===== src/hdl/olt_ram.sv =====
`timescale 1ns / 1ps
module olt_ram #(
    parameter int unsigned WIDTH = 8,
    parameter int unsigned DEPTH = 16
) (
    input  logic                     aclk,
    input  logic                     we,
    input  logic [$clog2(DEPTH)-1:0] waddr,
    input  logic [WIDTH-1:0]         wdata,
    input  logic [$clog2(DEPTH)-1:0] raddr,
    output logic [WIDTH-1:0]         rdata
);
    logic [WIDTH-1:0] mem [DEPTH];

    always_ff @(posedge aclk) begin
        if (we) begin
            mem[waddr] <= wdata;
        end
        rdata <= mem[raddr];
    end
endmodule


===== config.mk =====
export PLATFORM = sky130hd
export DESIGN_NAME = olt_ram
export DESIGN_NICKNAME = d
export VERILOG_FILES = /design/src/hdl/olt_ram.sv
export SDC_FILE = /design/constraint.sdc
export NUM_CORES = 1
export LEC_CHECK = 0
export BUFFER_PORTS_ARGS = -buffer_cell sky130_fd_sc_hd__buf_2
export CAP_MARGIN = 20
export CORE_ASPECT_RATIO = 0.9
export CORE_MARGIN = 2
export CORE_UTILIZATION = 60
export DETAILED_ROUTE_END_ITERATION = 10
export HOLD_SLACK_MARGIN = 0.12
export PLACE_DENSITY = 0.78
export SLEW_MARGIN = 10
export SYNTH_ARGS = -nofsm -noshare
export SYNTH_HDL_FRONTEND = slang
export SYNTH_SLANG_ARGS = --single-unit
export TNS_END_PERCENT = 50

===== constraint.sdc =====
create_clock -name aclk -period 4.2 [get_ports aclk]
set_input_delay 0.84 -clock aclk [delete_from_list [all_inputs] [get_ports aclk]]
set_output_delay 0.84 -clock aclk [all_outputs]
set_load 0.05 [all_outputs]

==> results_dict.tcl <==
set metrics [dict create \
    crit_arrival_ps 2470 \
    maxSlewViolCount 0 \
    syn_avg_cell_area_um2 22.5 \
    drt-vias-per-instance 6.22 \
    synth.area.top_cells "edfxtp_1 (75%), mux4_2 (7.9%), mux4_1 (7.1%), dfxtp_1 (3.1%), a22oi_1 (2.3%)" \
    grt_pass1_wl_um 15400 \
    hold_viol 0 \
    pwr-share-clk_pct 44.7 \
    start_util_pct 60.9 \
    fin_crit_sh_pct 49.3 \
    dpl.hpwl_um 5830 \
    critPathTopFamily "buffers and inverters" \
    power.density_nw_per_um2 516 \
    io_buffers 25 \
    syn_inst 229 \
    n_antenna_cell 0 \
    grt_pass1_vias 2553 \
    clkSinkCount 136 \
    yosys.area.top_type_share_pct 74.7 \
    antenna_found_initial 0 \
    fin_setup_tns_ps 0 \
    post-cts-setup-buffers 0 \
    slew-limit-headroom_pct 37.4 \
    max_freq_ghz 0.483 \
    drive_above_1_share_pct 27.6 \
    drc 0 \
    status "complete, no violations" \
    fillCellCount 486 \
    grt_overflow 0 \
    die_x_um 102 \
    die_h_um 91.9 \
    hp-class "reg2reg" \
    gp_congestion 0.762 \
    critPathKind "in2reg" \
    critPathMaxStageDelay_ps 560 \
    switching_share_pct 21.3 \
    htree_levels 4 \
    tightest_slew_ps 935 \
    intPower_mw 2.41 \
    hold_path_startpoint "mem[12][2]" \
    p_seq_share_pct 49.9 \
    synth_area_um2 5150 \
    layout_common_cells "edfxtp_1 (128), buf_2 (25), mux4_2 (18)" \
    yosysSeqAreaShare_pct 77.8 \
    ir_drop_mv 0.302 \
    grt_max_degree 33 \
    tritoncts "yes" \
    setup-violations-final 0 \
    yosys_register_bits 136 \
    final_common_cell "edfxtp_1" \
    power.total_mw 3.06 \
    max_cap_violations 0 \
    r2r_end "rdata[6]" \
    drt_iter0_drc 279 \
    clock_path_buffers 2 \
    power_frac_comb_pct 5.4 \
    clockRootBuffer "clkbuf_8" \
    startpoint_type "input port" \
    route.vias.total 2476 \
    cts_resized 0 \
    p_leak_nw 1.98 \
    syn_to_final_growth_pct 15.2 \
    hold-path-endpoint "rdata[2]" \
    post-synth-top-area-cell "edfxtp_1" \
    hold_ws_ps 673 \
    r2r_setup_slack_ps 2780 \
    clk_pin_slew_ps 60 \
    core_area_um2 8450 \
    wire_per_inst_um 25.0 \
    period_needed_ps 2070 \
    ant_nets 0 \
    p_switching_uw 653 \
    regToRegStartpoint "mem[2][6]" \
    io_pins 26 \
    cp_max_fo 19 \
    whs_path_depth 3 \
    dieArea_um2 9340 \
    clock_latency_ps 520 \
    synth_warnings 0 \
    drt_wl_total_um 9960 \
    fin_skew_ps 8.49 \
    reg2regPathDepth 3 \
    drt-pass1-iter-count 5 \
    synth_cell_types 19 \
    crit_required_ps 4590 \
    crit_buf_inv 2 \
    crit_chain "buf_2 > buf_12 > mux4_1 > a22oi_1 > nand2_1" \
    crit_path_end_kind "register" \
    rsz0062_at_grt "no" \
    syn_nets 247 \
    final_nets 284 \
    slowest_stage "mux4_1" \
    hold_buffers 0 \
    rows 32 \
    grtUsageTotal_pct 24.3 \
    cts_inserted_buffers 17 \
]
## synthesized netlist by cell type, drive strengths merged
master / count
nand3: 1
and2: 1
nand2: 9
nand3b: 2
mux4: 32
clkdlybuf4s25: 3
edfxtp: 128
nand2b: 2
nor2b: 1
or3b: 1
buf: 7
a22oi: 16
dfxtp: 8
nor3: 4
and2b: 1
nor2: 13
## tightest hold or removal path, delay by kind of cell, from the launching register on
family | cells | cell delay [ps]
simple gates | 1 | 50
flops | 1 | 310
compound gates | 1 | 60
mux | 1 | 220
## power by group through the flow
stage	registers, mW	clock network [mW]	logic (mW)
2_1_floorplan	1.58	0	0.0770
3_3_place_gp	1.56	0	0.159
5_1_grt	1.53	1.45	0.176
6_report	1.53	1.37	0.166
4_1_cts	1.53	1.38	0.165
3_5_place_dp	1.56	0	0.163
## worst max-delay path by stage
| stage | startpoint | end | slack (ps) | depth (start not counted) |
|---|---|---|---|---|
| CTS | raddr[0] | rdata[0] | 1890 | 4 |
| floorplan | waddr[2] | mem[0][0] | 1870 | 2 |
| detailed placement | raddr[0] | rdata[0] | 1370 | 4 |
| finish | raddr[0] | rdata[0] | 2130 | 5 |
| global route | raddr[0] | rdata[0] | 2020 | 5 |
| global placement | waddr[2] | mem[0][2] | 1240 | 3 |
## metrics by stage
step | util (%) | setup slack, ps | cells | cell area, µm²
after detailed placement | 63.4 | 1370 | 365 | 5360
final | 70.2 | 2130 | 398 | 5930
after global placement | 63.4 | 1240 | 365 | 5360
after floorplan | - | 1870 | 229 | 5150
after global routing | 70.2 | 2020 | 398 | 5930
after CTS | 70.0 | 1890 | 397 | 5910
## layout make-up
cell class                      instances  area, µm²  area share [%]
Clock buffer                           18        418            7.04
Clock inverter                         14        134            2.26
Multi-Input combinational cell         83       1070            18.0
Sequential cell                       136       4000            67.5
Tap cell                              119        149            2.51
Timing Repair Buffer                   28        160            2.70
## per-layer routing
layer / GRT usage, % / part of all wire (%)
met2: 34.7 / 49
met5: 0 / 0
met3: 6.71 / 8.8
met1: 36.0 / 41
met4: 10.2 / 1.8
## registers in the layout (all words and copies together) (netlist names)
name and cells:
rdata 8, mem 128
## kinds of logic after synthesis
| group | Yosys count | synth area share (%) |
|---|---|---|
| and+or+nand+nor | 35 | 3.18 |
| AOI/OAI and AO/OA | 16 | 2.33 |
| DFF | 136 | 77.8 |
| buffers and inverters | 10 | 1.68 |
| muxes | 32 | 15.0 |
Note: power is estimated with default switching activity, not from simulation.
